==> src/sv/mm_pkg.sv <==
// package for the matrix multiply block: widths, codes, command and size types
// no dependencies; imported by every module of the block except mm_ram
package mm_pkg;

  localparam int DATA_W        = 32;
  localparam int IDX_W         = 3;
  localparam int DIM_W         = 4;
  localparam int ACC_W         = 2 * DATA_W + IDX_W;
  localparam int PADDR_W       = 4;
  localparam int PDATA_W       = 32;
  localparam int MAX_DIM_DEF   = 8;
  localparam int FRAC_BITS_DEF = 16;
  localparam int Q_DEPTH       = 2;
  localparam int Q_PTR_W       = 1;

  localparam logic [DATA_W-1:0] SAT_MAX = {1'b0, {(DATA_W-1){1'b1}}};
  localparam logic [DATA_W-1:0] SAT_MIN = {1'b1, {(DATA_W-1){1'b0}}};

  typedef enum logic [1:0] {
    OP_LOAD_A = 2'd0,
    OP_LOAD_B = 2'd1,
    OP_START  = 2'd2
  } op_e;

  typedef enum logic [1:0] {
    REG_A_ROWS = 2'd0,
    REG_A_COLS = 2'd1,
    REG_B_ROWS = 2'd2,
    REG_B_COLS = 2'd3
  } reg_idx_e;

  typedef enum logic [1:0] {
    CMD_LOAD_A   = 2'd0,
    CMD_LOAD_B   = 2'd1,
    CMD_START    = 2'd2,
    CMD_MISMATCH = 2'd3
  } cmd_e;

  typedef enum logic [1:0] {
    ST_IDLE  = 2'd0,
    ST_ISSUE = 2'd1,
    ST_DRAIN = 2'd2
  } bk_state_e;

  typedef struct packed {
    cmd_e              kind;
    logic [IDX_W-1:0]  row;
    logic [IDX_W-1:0]  col;
    logic [DATA_W-1:0] value;
  } cmd_t;

  // effective sizes, already clamped to 1..cap
  typedef struct packed {
    logic [DIM_W-1:0] a_rows;
    logic [DIM_W-1:0] a_cols;
    logic [DIM_W-1:0] b_rows;
    logic [DIM_W-1:0] b_cols;
  } dims_t;

  function automatic logic [DIM_W-1:0] eff_dim(input logic [DIM_W-1:0] v,
                                               input logic [DIM_W-1:0] cap);
    logic [DIM_W-1:0] r;
    r = v;
    if (v == '0) r = DIM_W'(1);
    else if (v > cap) r = cap;
    return r;
  endfunction

endpackage

==> src/sv/mm_front.sv <==
// front end: takes requests, drops out-of-range loads and unused ops,
// turns the rest into queue commands; depends on mm_pkg
module mm_front
  import mm_pkg::*;
(
  input  logic                     in_valid_i,
  output logic                     in_ready_o,
  input  logic [1:0]               op_i,
  input  logic [IDX_W-1:0]         row_i,
  input  logic [IDX_W-1:0]         col_i,
  input  logic signed [DATA_W-1:0] value_i,
  input  dims_t                    dims_i,
  input  logic                     q_full_i,
  output logic                     q_push_o,
  output cmd_t                     q_cmd_o
);

  logic keep;
  logic [DIM_W-1:0] row_x, col_x;

  assign row_x = {1'b0, row_i};
  assign col_x = {1'b0, col_i};

  always_comb begin
    keep            = 1'b0;
    q_cmd_o.kind    = CMD_LOAD_A;
    q_cmd_o.row     = row_i;
    q_cmd_o.col     = col_i;
    q_cmd_o.value   = value_i;
    unique case (op_i)
      OP_LOAD_A: begin
        keep         = (row_x < dims_i.a_rows) && (col_x < dims_i.a_cols);
        q_cmd_o.kind = CMD_LOAD_A;
      end
      OP_LOAD_B: begin
        keep         = (row_x < dims_i.b_rows) && (col_x < dims_i.b_cols);
        q_cmd_o.kind = CMD_LOAD_B;
      end
      OP_START: begin
        keep         = 1'b1;
        q_cmd_o.kind = (dims_i.a_cols != dims_i.b_rows) ? CMD_MISMATCH : CMD_START;
      end
      default: keep = 1'b0;
    endcase
  end

  assign in_ready_o = !q_full_i;
  assign q_push_o   = in_valid_i && !q_full_i && keep;

endmodule

==> config.mk <==
export PLATFORM = sky130hd
export DESIGN_NAME = mm_front
export DESIGN_NICKNAME = d
export VERILOG_FILES = /design/src/sv/mm_pkg.sv /design/src/sv/mm_front.sv
export SDC_FILE = /design/constraint.sdc
export NUM_CORES = 1
export LEC_CHECK = 0
export BUFFER_PORTS_ARGS = -buffer_cell sky130_fd_sc_hd__buf_2
export CELL_PAD_IN_SITES_DETAIL_PLACEMENT = 0
export CELL_PAD_IN_SITES_GLOBAL_PLACEMENT = 1
export CORE_ASPECT_RATIO = 0.75
export CORE_MARGIN = 2
export CORE_UTILIZATION = 18
export DETAILED_ROUTE_END_ITERATION = 12
export PLACE_DENSITY_LB_ADDON = 0.1
export SYNTH_ARGS = -nofsm -noshare
export SYNTH_HDL_FRONTEND = slang
export SYNTH_SLANG_ARGS = --single-unit
export TNS_END_PERCENT = 5
==> constraint.sdc <==
create_clock -name vclk -period 1.2
set_input_delay 0.06 -clock vclk [all_inputs]
set_output_delay 0.06 -clock vclk [all_outputs]
set_load 0.01 [all_outputs]
* Yosys cells after proc, flatten, opt, wreduce, memory -nomap -nowiden *
Cells that the tools add are included.

storage, ports and cells
  bits of input ports = 58
  flip-flop bits (word level) = 0
  bits in latches = 0
  RAM bits = 0
  word-level logic and storage cells = 16
  memories = 0
  output and inout bits = 42
  memory bits (read-only) = 0

cells by class
  order comparisons = 4
  reductions and logical operators = 6
  bitwise gates (word level) = 0
  multiplexer cells = 3
  divide/modulo/power cells = 0
  shifts and indexed selects = 0
  add/sub/neg operators = 0
  eq/ne operators = 3
  $mul = 0

operators by type and width
  operator            number
  $lt 3x4->1          4
  $logic_and 1x1->1   4
  $ne 4x4->1          1
  $pmux 2 s2          1
  $pmux 1 s3          1
  $eq 2x1->1 const B  1
  $eq 2x2->1 const B  1
  $logic_not 2->1     1
  $logic_not 1->1     1
  $mux 1              1

* Longest topological paths before layout *
  word-level depth = 4
  mapped depth = 6
  mapped depth without buffers = 6

* Least setup slack after synthesis *
No wires, ideal clock.

  kind = in2out
  start = input port dims_i[13] (netlist name)
  end = output port q_push_o
  data arrival time = 1.004 ns
  required time = 1.140 ns
  slack = 0.136 ns
  stages = 6
  buffers on the path = 0
  path through = inv_1 > ha_1 > a21o_1 > a21oi_2 > o221ai_1 > a31oi_1

on the way
  word-level cells in the longest chain between the ends = 4

ends and longest elaborated chain
  item               line            RTL
  from (decl)        mm_front.sv:12  input dims_t dims_i,
  $lt 3x4->1         mm_front.sv:32  keep = (row_x < dims_i.a_rows) && (col_x < dims_i.a_cols);
  $logic_and 1x1->1  mm_front.sv:32
  $pmux 1 s3         mm_front.sv:30  unique case (op_i)
  $logic_and 1x1->1  mm_front.sv:48  assign q_push_o = in_valid_i && !q_full_i && keep;
  to (decl)          mm_front.sv:14  output logic q_push_o,

Every way passes these cells.

* Final worst setup path *
  start = input port col_i[1]
  end = output port q_push_o

on the way
  word-level cells in the longest chain between the ends = 4

ends and longest elaborated chain
  item                                  line                            RTL
  from (decl)                           mm_front.sv:10                  input logic [IDX_W-1:0] col_i,
  $lt 3x4->1 (on tied branches)         mm_front.sv:36, mm_front.sv:32
  $logic_and 1x1->1 (on tied branches)  mm_front.sv:36, mm_front.sv:32
  $pmux 1 s3 (*)                        mm_front.sv:30
  $logic_and 1x1->1 (*)                 mm_front.sv:48

Every way passes the cells marked *; elsewhere a longest branch is shown, timed or not.

==> results.md <==
* Most common cell in the netlist: buf_4
* Grt ovf at 0
* F_max at 794 MHz
* Share of layout cells above drive strength 1 at 0.589
* Worst slack at placement at -0.178 ns
* DRC viols at 0
* Cell taking the most area after synthesis: buf_4
* Synth top cells by count: 38 x buf_4, 13 x ha_1, 12 x inv_1
* CP Launch Type: input pin
* Final Cycle Share at 1.05
* Largest cells by area after synthesis: buf_4 43%, ha_1 25%, inv_1 6.8%
* CP max FO at 3
* Post-synthesis simple-gate area fraction at 0.0531
* Via-per-instance ratio at 3.37
* Final antenna-violating net count at 0
* Synth warn at 0
* Max Cap Viol at 0
* PortBufs at 36
* Die Y at 56.4 microns
* Fin area at 733 sq um
* Largest family of logic cells by synthesized area: buffers and inverters
* Clock buffer count in the final layout at 0
* Crit. End Element: output port
* Layout area overhead at 11.2%
* Final #Nets at 163
* Vias in the first global route at 505
* Detailed Route Iter0 Violations at 7
* FP Rows at 19
* GRT Total Usage at 0.0635
* CP startpoint: col_i[1]
* Sequential fraction of the synthesis area at 0
* Die Area at 4170 sq um
* LEAKAGE at 0.401 nW
* WS Path Type: input pin to output port
* Mux cell area share after synthesis at 0
* PD cells at 310 nW/um^2
* Die X at 73.9 microns
* Antenna violations before repair at 0
* Final WS setup at -0.0596 ns
* Finished Core Util at 0.204
* Flip-flop and latch count at 0
* Crit path arrival time at 1.20 ns
* Mapped Cells at 86
* Final WL at 1.33 mm
* RSZ-0062 raised after global routing: yes
* # Post-CTS Setup Buffers at 0
* Cell Area, Placed at 664 sq um
* IO Count at 100
* # setup viols final at 1
* Starting Density at 0.184
* FF/Latch Area at 0 sq um
* Detailed Routing Iterations Pass 1 at 3
* Top-area cell type share of the netlist area at 0.433
* Antenna cell count at 0
* Final hold violation count at 0
* Slew headroom at 0.836
* Tightest Pin Transition at 0.244 ns
* Core Region at 3590 sq um
* Routed len/inst at 9.37 microns
* Hold path start: value_i[15]
* Hold crit path type: input pin to output port
* Vias at 479
* Crit path time final at 1.26 ns
* Failing checks: negative setup slack
* HPWL Detailed at 1.18 mm
* Mapped Area at 659 sq um
* First-pass GRT wire length at 2.19 mm
* Netlist cell types at 17
* Worst Path Required at 1.14 ns
* Max-slew violation count at 0
* Max VDD drop at 0.0000629 V
* Adder-Cell Fraction of Synth Area at 0.247
* RePlAce Congestion at 0.719
* Largest net degree at the start of global routing at 5
* Syn avg cell area at 7.67 sq um
* Status: finished with violations
* Synth Area in XOR/XNOR at 0.0531
* Post-synthesis compound-gate area fraction at 0.146
* Synthesized Nets at 157
[power by group]
part / switching [W] / internal [W] / leakage (nW)
Combinational: 0.000104 / 0.000123 / 0.401
Sequential: 0 / 0 / 0
Clock: 0 / 0 / 0
Total: 0.000104 / 0.000123 / 0.401
[through the flow]
| stage | power (W) | setup TNS, ns | instances | hold WS, ns |
|---|---|---|---|---|
| final | 0.000227 | -0.0596 | 142 | 0.120 |
| after global routing | 0.000260 | -0.153 | 142 | 0.120 |
| after CTS | 0.000217 | -0.0979 | 142 | 0.120 |
| after detailed placement | 0.000200 | -0.178 | 142 | 0.120 |
| after global placement | 0.000201 | -0.181 | 142 | 0.120 |
| after floorplan | 0.000217 | 0 | 86 | 0.164 |
[what timing repair did]
action,in CTS,in global routing
cloned,0,0
resized for setup,7,7
pin swaps,10,9
endpoints found under the setup margin,1,1
endpoints found under the hold margin,0,0
hold buffers,0,0
[routing by layer]
metal,up-vias,wire [microns],GRT usage,share of wire
met1,201,596,0.0895,0.45
met2,24,612,0.0982,0.46
met4,0,23,0.0156,0.017
li1,246,-,-,-
met5,-,0,0,0
met3,8,98,0.0126,0.074
[critical path: stages]
cell	delay, ns
buf_6	0.10
ha_1	0.26
a21o_1	0.19
a21oi_2	0.17
o221ai_2	0.11
a31oi_1	0.16
buf_2	0.16
[final cells by class]
type                            instances  area, sq um
Multi-Input combinational cell         36          373
Tap cell                               52         65.1
Fill cell                             411         2860
Timing Repair Buffer                   42          248
Inverter                               12         47.5
[layout by cell type (no fill, tap or decap)]
cell type	instances
nor2_1	1
inv_2	2
o21a_1	1
ha_1	11
o21bai_1	1
nand2b_1	3
a211oi_2	1
o221ai_2	1
nand2b_2	1
o221ai_1	1
inv_1	9
a41oi_1	1
a21oi_2	3
a21o_1	3
buf_4	6
a31oi_1	1
inv_4	1
ha_4	2
xnor2_1	4
buf_2	33
buf_8	1
buf_6	2
nand2_1	1
[cells by family after synthesis]
logic type	after synthesis
buffers and inverters	50
AO/OA/AOI/OAI	13
XOR/XNOR	4
AND/OR/NAND/NOR	6
adder cells (fa/ha/maj)	13
[final timing paths]
| check | end | slack, ns | cells past startpoint |
|---|---|---|---|
| worst max-delay path | q_push_o | -0.06 | 7 |
| worst min-delay path | q_cmd_o[15] | 0.12 | 0 |
No activity file was read; power rests on OpenSTA's default activity.
