`config.mk`:
```
export PLATFORM = sky130hd
export DESIGN_NAME = mm_queue
export DESIGN_NICKNAME = d
export VERILOG_FILES = /design/src/sv/mm_pkg.sv /design/src/sv/mm_queue.sv
export SDC_FILE = /design/constraint.sdc
export NUM_CORES = 1
export LEC_CHECK = 0
export ABC_AREA = 0
export BUFFER_PORTS_ARGS = -buffer_cell sky130_fd_sc_hd__buf_2
export CAP_MARGIN = 10
export CORE_MARGIN = 5
export CORE_UTILIZATION = 50
export CTS_CLUSTER_SIZE = 8
export DETAILED_ROUTE_END_ITERATION = 7
export MAX_ROUTING_LAYER = met4
export PLACE_DENSITY = 0.79
export SYNTH_ARGS = -nofsm -noshare
export SYNTH_HDL_FRONTEND = slang
export SYNTH_SLANG_ARGS = --single-unit
```
`constraint.sdc`:
```
create_clock -name clk_i -period 3.3 [get_ports clk_i]
set_clock_uncertainty 0.15 [all_clocks]
set_input_delay 0.165 -clock clk_i [delete_from_list [all_inputs] [get_ports clk_i]]
set_output_delay 0.165 -clock clk_i [all_outputs]
set_load 0.01 [all_outputs]
```
`src/sv/mm_pkg.sv`:
```
// package for the matrix multiply block: widths, codes, command and size types
// no dependencies; imported by every module of the block except mm_ram
package mm_pkg;

  localparam int DATA_W        = 32;
  localparam int IDX_W         = 3;
  localparam int DIM_W         = 4;
  localparam int ACC_W         = 2 * DATA_W + IDX_W;
  localparam int PADDR_W       = 4;
  localparam int PDATA_W       = 32;
  localparam int MAX_DIM_DEF   = 8;
  localparam int FRAC_BITS_DEF = 16;
  localparam int Q_DEPTH       = 2;
  localparam int Q_PTR_W       = 1;

  localparam logic [DATA_W-1:0] SAT_MAX = {1'b0, {(DATA_W-1){1'b1}}};
  localparam logic [DATA_W-1:0] SAT_MIN = {1'b1, {(DATA_W-1){1'b0}}};

  typedef enum logic [1:0] {
    OP_LOAD_A = 2'd0,
    OP_LOAD_B = 2'd1,
    OP_START  = 2'd2
  } op_e;

  typedef enum logic [1:0] {
    REG_A_ROWS = 2'd0,
    REG_A_COLS = 2'd1,
    REG_B_ROWS = 2'd2,
    REG_B_COLS = 2'd3
  } reg_idx_e;

  typedef enum logic [1:0] {
    CMD_LOAD_A   = 2'd0,
    CMD_LOAD_B   = 2'd1,
    CMD_START    = 2'd2,
    CMD_MISMATCH = 2'd3
  } cmd_e;

  typedef enum logic [1:0] {
    ST_IDLE  = 2'd0,
    ST_ISSUE = 2'd1,
    ST_DRAIN = 2'd2
  } bk_state_e;

  typedef struct packed {
    cmd_e              kind;
    logic [IDX_W-1:0]  row;
    logic [IDX_W-1:0]  col;
    logic [DATA_W-1:0] value;
  } cmd_t;

  // effective sizes, already clamped to 1..cap
  typedef struct packed {
    logic [DIM_W-1:0] a_rows;
    logic [DIM_W-1:0] a_cols;
    logic [DIM_W-1:0] b_rows;
    logic [DIM_W-1:0] b_cols;
  } dims_t;

  function automatic logic [DIM_W-1:0] eff_dim(input logic [DIM_W-1:0] v,
                                               input logic [DIM_W-1:0] cap);
    logic [DIM_W-1:0] r;
    r = v;
    if (v == '0) r = DIM_W'(1);
    else if (v > cap) r = cap;
    return r;
  endfunction

endpackage

```
`src/sv/mm_queue.sv`:
```
// short command queue between the front and the back of the matrix multiply
// depends on mm_pkg
module mm_queue
  import mm_pkg::*;
(
  input  logic clk_i,
  input  logic rst_ni,
  input  logic push_i,
  input  cmd_t cmd_i,
  output logic full_o,
  input  logic pop_i,
  output logic empty_o,
  output cmd_t cmd_o
);

  cmd_t               mem_q [Q_DEPTH];
  logic [Q_PTR_W-1:0] wr_ptr_q, wr_ptr_d;
  logic [Q_PTR_W-1:0] rd_ptr_q, rd_ptr_d;
  logic [Q_PTR_W:0]   cnt_q, cnt_d;
  logic               do_push, do_pop;

  assign full_o  = (cnt_q == (Q_PTR_W + 1)'(Q_DEPTH));
  assign empty_o = (cnt_q == '0);
  assign do_push = push_i && !full_o;
  assign do_pop  = pop_i && !empty_o;
  assign cmd_o   = mem_q[rd_ptr_q];

  always_comb begin
    wr_ptr_d = do_push ? wr_ptr_q + Q_PTR_W'(1) : wr_ptr_q;
    rd_ptr_d = do_pop ? rd_ptr_q + Q_PTR_W'(1) : rd_ptr_q;
    cnt_d    = cnt_q + (Q_PTR_W + 1)'(do_push) - (Q_PTR_W + 1)'(do_pop);
  end

  always_ff @(posedge clk_i or negedge rst_ni) begin
    if (!rst_ni) begin
      wr_ptr_q <= '0;
      rd_ptr_q <= '0;
      cnt_q    <= '0;
    end else begin
      wr_ptr_q <= wr_ptr_d;
      rd_ptr_q <= rd_ptr_d;
      cnt_q    <= cnt_d;
    end
  end

  always_ff @(posedge clk_i) begin
    if (do_push) begin
      mem_q[wr_ptr_q] <= cmd_i;
    end
  end

endmodule

```
# --- Word level (Yosys, flattened, before mapping) ---
# Memory sizes are Yosys's and may differ from the RTL's.
# Cells that the tools add are included.
totals:
  n_memories: 1
  word_cells: 16
  reg_bits: 4
  ram_bits: 80
  out_inout_bits: 42
memory_table:
  columns: ["memory", "depth", "word_bits", "read_ports", "rd_ports_with_merged_regs", "write_ports", "line_no", "source"]
  rows:
  - ["mem_q", 2, 40, 1, 0, 1, "mm_queue.sv:16", "cmd_t mem_q [Q_DEPTH];"]
op_classes:
  n_addsub: 4
  reduce_logical: 5
  n_eq_ne: 1
  n_mux: 2
op_table:
  columns: ["cell", "n"]
  rows:
  - ["$add A1 B1 Y1 const B", 2]
  - ["$add A2 B1 Y2", 1]
  - ["$eq A2 B2 Y1 const B", 1]
  - ["$logic_and A1 B1 Y1", 2]
  - ["$logic_not A1 Y1", 2]
  - ["$logic_not A2 Y1", 1]
  - ["$mux W1", 2]
  - ["$sub A2 B1 Y2", 1]

# --- Depth between registers and ports, before layout ---
# Gate-level depths: netlist of run 1.
depth:
  depth_word: 5
  mapped_depth: 7
  mapped_depth_nobuf: 7

# --- Least setup slack after synthesis of run 1 ---
# No wires, ideal clock.
synth_path:
  kind: "flip-flop to flip-flop"
  from: "reg cnt_q[1]"
  to: "mem mem_q[0][0] (netlist bit) (enable)"
  period_less_slack_ns: 2.868
  stages_incl_launch_ff: 4
  t_required_ns: 2.713
  setup_ns: 0.437
  path_buffers: 0
  arrival_time_ns: 2.281
  setup_slack_ns: 0.432
  path_cell_list: "dfrtp_1 > nand2b_1 > nand2_1 > nor2_1"
synth_via:
  elab_chain_cells: 5
synth_lines:
  columns: ["element", "line_no", "source"]
  rows:
  - ["start: declaration", "mm_queue.sv:19", "logic [Q_PTR_W:0] cnt_q, cnt_d;"]
  - ["start signal: assignment", "mm_queue.sv:42", "cnt_q <= cnt_d;"]
  - ["$eq A2 B2 Y1", "mm_queue.sv:22", "assign full_o = (cnt_q == (Q_PTR_W + 1)'(Q_DEPTH));"]
  - ["$logic_not A1 Y1", "mm_queue.sv:24", "assign do_push = push_i && !full_o;"]
  - ["$logic_and A1 B1 Y1", "mm_queue.sv:24", null]
  - ["$mux W1", "mm_queue.sv:47", "if (do_push) begin"]
  - ["$mux W1 (not written as such)", "mm_queue.sv:48", "mem_q[wr_ptr_q] <= cmd_i;"]
  - ["end: declaration", "mm_queue.sv:16", null]
# Every way passes these cells.

==> out/metrics.yaml, run 1 <==
clk_latency_ps: 340
firstDrtPassIters: 4
cts_buffers: 9
synth_edf_count: 80
setup_viol: 0
p_per_area_nw_per_um2: 788
worst-endpoint-required_ps: 2980
grt_max_degree: 41
die_w_microns: 91.1
ant_nets: 0
synthToLayoutAreaGrowth_pct: 32.5
synth-seq-area-share: 0.760
synthCells: 143
outcome: "complete, no violations"
fin_setup_tns_ps: 0
die_y_microns: 91.1
yosys.area.top_type_share: 0.730
clk_pin_slew_ps: 70
synth_flop_cell: "edfxtp_1"
drv_cap: 0
placed_cells: 302
cts_resized: 0
fin_cells: 360
io_pins: 86
cts_tree: "done"
synth.distinct_cells: 15
htree_num_levels: 3
cts_setup_buffers: 0
clockBufferDepth: 2
fin_util: 0.683
synth_common_cells: "80 x edfxtp_1, 39 x mux2_4, 4 x buf_12, 4 x dfrtp_1, 3 x xnor2_1"
post_dp_cell_area_sq_um: 3760
via_per_inst: 4.74
avgRoutedWirePerCell_microns: 15.9
startpoint_type: "flip-flop"
yosys.area.top_type: "edfxtp_1"
placement_rows: 29
drive_gt1_frac: 0.505
vias: 1707
reg2reg_slack_ps: 1210
antenna_found_initial: 0
slew_viol_final: 0
gr-total-overflow: 0
hold_viol: 0
cts_sinks: 84
cp_max_fo: 22
synth_nets: 189
fin_crit_sh: 0.678
power.leakage_uw: 0.00179
nNetsFinal: 324
die-area_sq_um: 8300
grt_pass1_wl_mm: 9.13
crit_path_end_kind: "primary output"
num_antenna_cells: 0
io_buffers: 85
totalWireLength_mm: 5.72
synth-seq-cells: 84
whs_ps: 35.5
max_freq_mhz: 447
route.detailed.drc: 0
path_class: "reg2out"
ys_async_sr_fraction: 0.0476
relSlewSlack: 0.362
synth_area_leaders: "edfxtp_1 73%, mux2_4 18%, dfrtp_1 3.0%, buf_12 2.4%, xnor2_1 0.80%"
grt_pass1_vias: 1907
synthesis.area_sq_um: 3290
root_buffer: "clkbuf_8"
irDropWorstVdd_mv: 0.503
hold_path.class: "in2reg"
worst_pin_slew_ps: 957
drt-initial-drc-count: 83
core_sq_um: 6390
avgSynthCellArea_sq_um: 23.0
place.gp.congestion: 0.702
final_area_sq_um: 4360
period_needed_ps: 2240
yosysMostFrequentCell: "edfxtp_1"
ys_warn_count: 0
grt_usage: 0.147
crit_arrival_ps: 1920
rsz0062_at_grt: "false"
start_util: 0.515
## state kept, by name, indices dropped and copies added, names as in the netlist
name / cells
wr_ptr_q: 1
mem_q: 80
cnt_q: 2
rd_ptr_q: 1
## critical path, cell delays in order, from the launching register on
cell	delay (ps)
dfrtp_2	780
buf_12	290
mux2_2	370
buf_2	140
## where the power goes
part | switching [uW] | total [uW] | internal [uW]
Combinational | 533 | 1170 | 641
Sequential | 134 | 1600 | 1460
Clock | 328 | 666 | 338
## cells by family (layout without fill, tap and decap cells)
group | Yosys count | after routing | synth area share
simple gates | 6 | 6 | 0.00989
flops | 84 | 84 | 0.760
buf+inv | 7 | 147 | 0.0300
fa+ha+maj | 2 | 2 | 0.00760
mux | 40 | 40 | 0.181
xor+xnor | 4 | 4 | 0.0106
## layer usage
metal	GRT usage	vias to the layer above	routed length, microns
met5	-	-	0
met4	0.0575	0	48
met3	0.0570	4	491
met2	0.239	70	2900
met1	0.163	813	2280
li1	-	820	-
## placed cells by master, fill, tap and decap left out
master / instances
buf_2: 85
clkinvlp_4: 1
nor2_1: 1
dfrtp_2: 1
dlygate4sd3_1: 42
xnor2_1: 3
nand2b_1: 1
mux2_4: 39
edfxtp_1: 80
inv_1: 2
buf_4: 1
buf_12: 1
clkbuf_8: 9
nand2_1: 1
xor2_1: 1
nor2_4: 1
dfrtp_1: 3
nor2b_2: 1
mux2_2: 1
ha_1: 2
bufinv_16: 1
clkinv_2: 1
clkinv_1: 4
and3_2: 1
## layout make-up
| cell class | instances | area (sq um) |
|---|---|---|
| sequential | 84 | 2500 |
| fill | 440 | 2030 |
| timing repair buffer | 129 | 873 |
| multi-input combinational | 52 | 698 |
| clock buffer | 9 | 124 |
| tap | 77 | 96.3 |
| clock inverter | 7 | 57.6 |
| inverter | 2 | 7.51 |
## worst paths after layout
| path | from | endpoint | cells after the start |
|---|---|---|---|
| max | rd_ptr_q$_DFFE_PN0P_ | cmd_o[27] | 3 |
| min | pop_i | rd_ptr_q$_DFFE_PN0P_ | 3 |
| max reg2reg | cnt_q[1]$_DFF_PN0_ | mem_q[0][26]$_DFFE_PP_ | 4 |
| min reg2reg | cnt_q[1]$_DFF_PN0_ | cnt_q[1]$_DFF_PN0_ | 1 |
| max in group asynchronous | rst_ni | rd_ptr_q$_DFFE_PN0P_ | 3 |
| min in group asynchronous | rst_ni | cnt_q[0]$_DFF_PN0_ | 3 |
## through the flow
step	total power (uW)	worst slack, ps
after floorplan	2480	432
after global placement	2750	1270
after detailed placement	2780	1190
after CTS	3480	1020
after global routing	3620	978
final	3440	1060
## timing repair
action	4_1_cts	5_1_grt
setup endpoints to repair	0	0
hold buffers	42	0
endpoints found under the hold margin	84	0
Power figures use the tool's default switching activity.
==> inputs of run 2 (changes only) <==
==> constraint.sdc (replaced) <==
create_clock -name clk_i -period 2.1 [get_ports clk_i]
set_clock_uncertainty 0.15 [all_clocks]
set_input_delay 0.105 -clock clk_i [delete_from_list [all_inputs] [get_ports clk_i]]
set_output_delay 0.105 -clock clk_i [all_outputs]
set_load 0.01 [all_outputs]
==> run 2 against run 1 <==
Net effect: sequential share of layout area decreased by 0.99 points; critical path depth unchanged; final cell count increased by 0.83%; critical path type unchanged; design area increased by 1.8%; clock-buffer cell count increased by 2; first-iteration DRC count decreased by 22%; flip-flop and latch count unchanged; highest routed layer unchanged.
==> out/metrics.yaml, run 2 (synthesis gave the netlist of run 1 again) <==
rsz0062_at_grt: "false"
crit_arrival_ps: 1520  # -400 ps
root_buffer: "clkbuf_8"
power_uw: 5610  # +63%
totalWireLength_mm: 5.89  # +3.0%
clk_pin_slew_ps: 70  # about the same
fin_crit_sh: 0.845
gr-total-overflow: 0  # unchanged
most-common-layout-cells: "85 x buf_2, 80 x edfxtp_1, 43 x dlygate4sd3_1"
place.gp.congestion: 0.713  # +1.7%
hold_viol: 0  # unchanged
cts_buffers: 9  # unchanged
relSlewSlack: 0.788  # +0.425
drt-initial-drc-count: 65  # -22%
period_needed_ps: 1780
hold_path.class: "in2reg"
grt_pass1_wl_mm: 9.49  # +4.0%
fin_cells: 363  # +0.83%
crit_path_end_kind: "primary output"
num_antenna_cells: 0  # unchanged
drive_gt1_frac: 0.510  # +0.00519
outcome: "complete, no violations"
nNetsFinal: 327  # +0.93%
max_freq_mhz: 563
cts_tree: "done"
worst_pin_slew_ps: 319  # -638 ps
route.detailed.drc: 0  # unchanged
via_per_inst: 4.78  # +0.74%
slew_viol_final: 0  # unchanged
worst-endpoint-required_ps: 1850  # -1130 ps
io_pins: 86  # unchanged
reg2reg_depth: 7  # +3
fin_util: 0.695  # +0.0120
grt_max_degree: 41  # unchanged
multiInputGateArea_sq_um: 698  # unchanged
antenna_found_initial: 0  # unchanged
power.leakage_uw: 0.00182  # +1.8%
fin_setup_tns_ps: 0  # unchanged
die-area_sq_um: 8300  # unchanged
firstDrtPassIters: 4  # unchanged
core_sq_um: 6390  # unchanged
grt_usage: 0.151  # +0.00395
placement_rows: 29  # unchanged
reg_top3: "mem_q: 80 flops, cnt_q: 2 flops"
avgRoutedWirePerCell_microns: 16.2  # +2.1%
clk_latency_ps: 330  # about the same
io_buffers: 85  # unchanged
dpl.hpwl_mm: 3.65
vias: 1734  # +1.6%
cts_setup_buffers: 0  # unchanged
ant_nets: 0  # unchanged
fin_ws_ps: 325  # -737 ps
p_per_area_nw_per_um2: 1260  # +60%
setup_viol: 0  # unchanged
cp_max_fo: 17  # -23%
nFillCells: 419  # -4.8%
die_w_microns: 91.1  # unchanged
register_area_sq_um: 2500  # unchanged
placed_cells: 304  # +0.66%
hold_buffers: 43  # +2.4%
drv_cap: 0  # unchanged
clockBufferDepth: 2  # unchanged
cts_sinks: 84  # unchanged
place_ws_ps: 365  # -827 ps
start_util: 0.515  # unchanged
path_class: "reg2out"
startpoint_type: "flip-flop"
htree_num_levels: 3  # unchanged
layout.cells.most_common: "buf_2"
irDropWorstVdd_mv: 0.867  # +72%
die_y_microns: 91.1  # unchanged
synthToLayoutAreaGrowth_pct: 34.8
regMostFlops: "mem_q"
hold_depth: 3  # unchanged
cts_resized: 0  # unchanged
largest_register_ffs: 80  # unchanged
grt_pass1_vias: 1892  # -0.79%
==> run 2: path summary, 6_finish.rpt <==
kind | from | to | slack [ps]
max | rd_ptr_q$_DFFE_PN0P_ | cmd_o[31] | 320
min | push_i | wr_ptr_q$_DFFE_PN0P_ | 9
max reg2reg | cnt_q[1]$_DFF_PN0_ | cnt_q[1]$_DFF_PN0_ | 340
min reg2reg | cnt_q[1]$_DFF_PN0_ | cnt_q[1]$_DFF_PN0_ | 360
max in group asynchronous | rst_ni | rd_ptr_q$_DFFE_PN0P_ | 1100
min in group asynchronous | rst_ni | cnt_q[1]$_DFF_PN0_ | 510
==> run 2: final cells by class <==
cell class / count / area share
inverter: 2 / 0.00169
clock inverter: 5 / 0.0172
timing repair buffer: 132 / 0.208
clock buffer: 11 / 0.0296
sequential: 84 / 0.564
multi-input combinational: 52 / 0.157
tap: 77 / 0.0217
==> run 2: power breakdown <==
part / internal [uW] / switching (uW) / total [uW]
Clock: 665 / 515 / 1180
Sequential: 2300 / 117 / 2410
Combinational: 1060 / 951 / 2010
==> run 2: per-stage QoR <==
step / cell area, sq um / hold WS [ps]
final: 4440 / 9.31
after global routing: 4440 / 19.7
after CTS: 4440 / 0.730
after detailed placement: 3800 / -233
after global placement: 3800 / -235
after floorplan: 3300 / -341
==> run 2: metal layers <==
| layer | wire length (microns) | GRT usage | share of wire | vias up |
|---|---|---|---|---|
| li1 | - | - | - | 828 |
| met1 | 2400 | 0.181 | 0.41 | 849 |
| met2 | 3120 | 0.248 | 0.53 | 50 |
| met3 | 299 | 0.0372 | 0.051 | 7 |
| met4 | 69 | 0.0550 | 0.012 | 0 |
| met5 | 0 | - | 0 | - |
==> run 2: worst max-delay path, cell delays in order (launching register included) <==
cell	delay [ps]
dfrtp_2	390
buf_4	310
mux2_4	340
buf_2	140
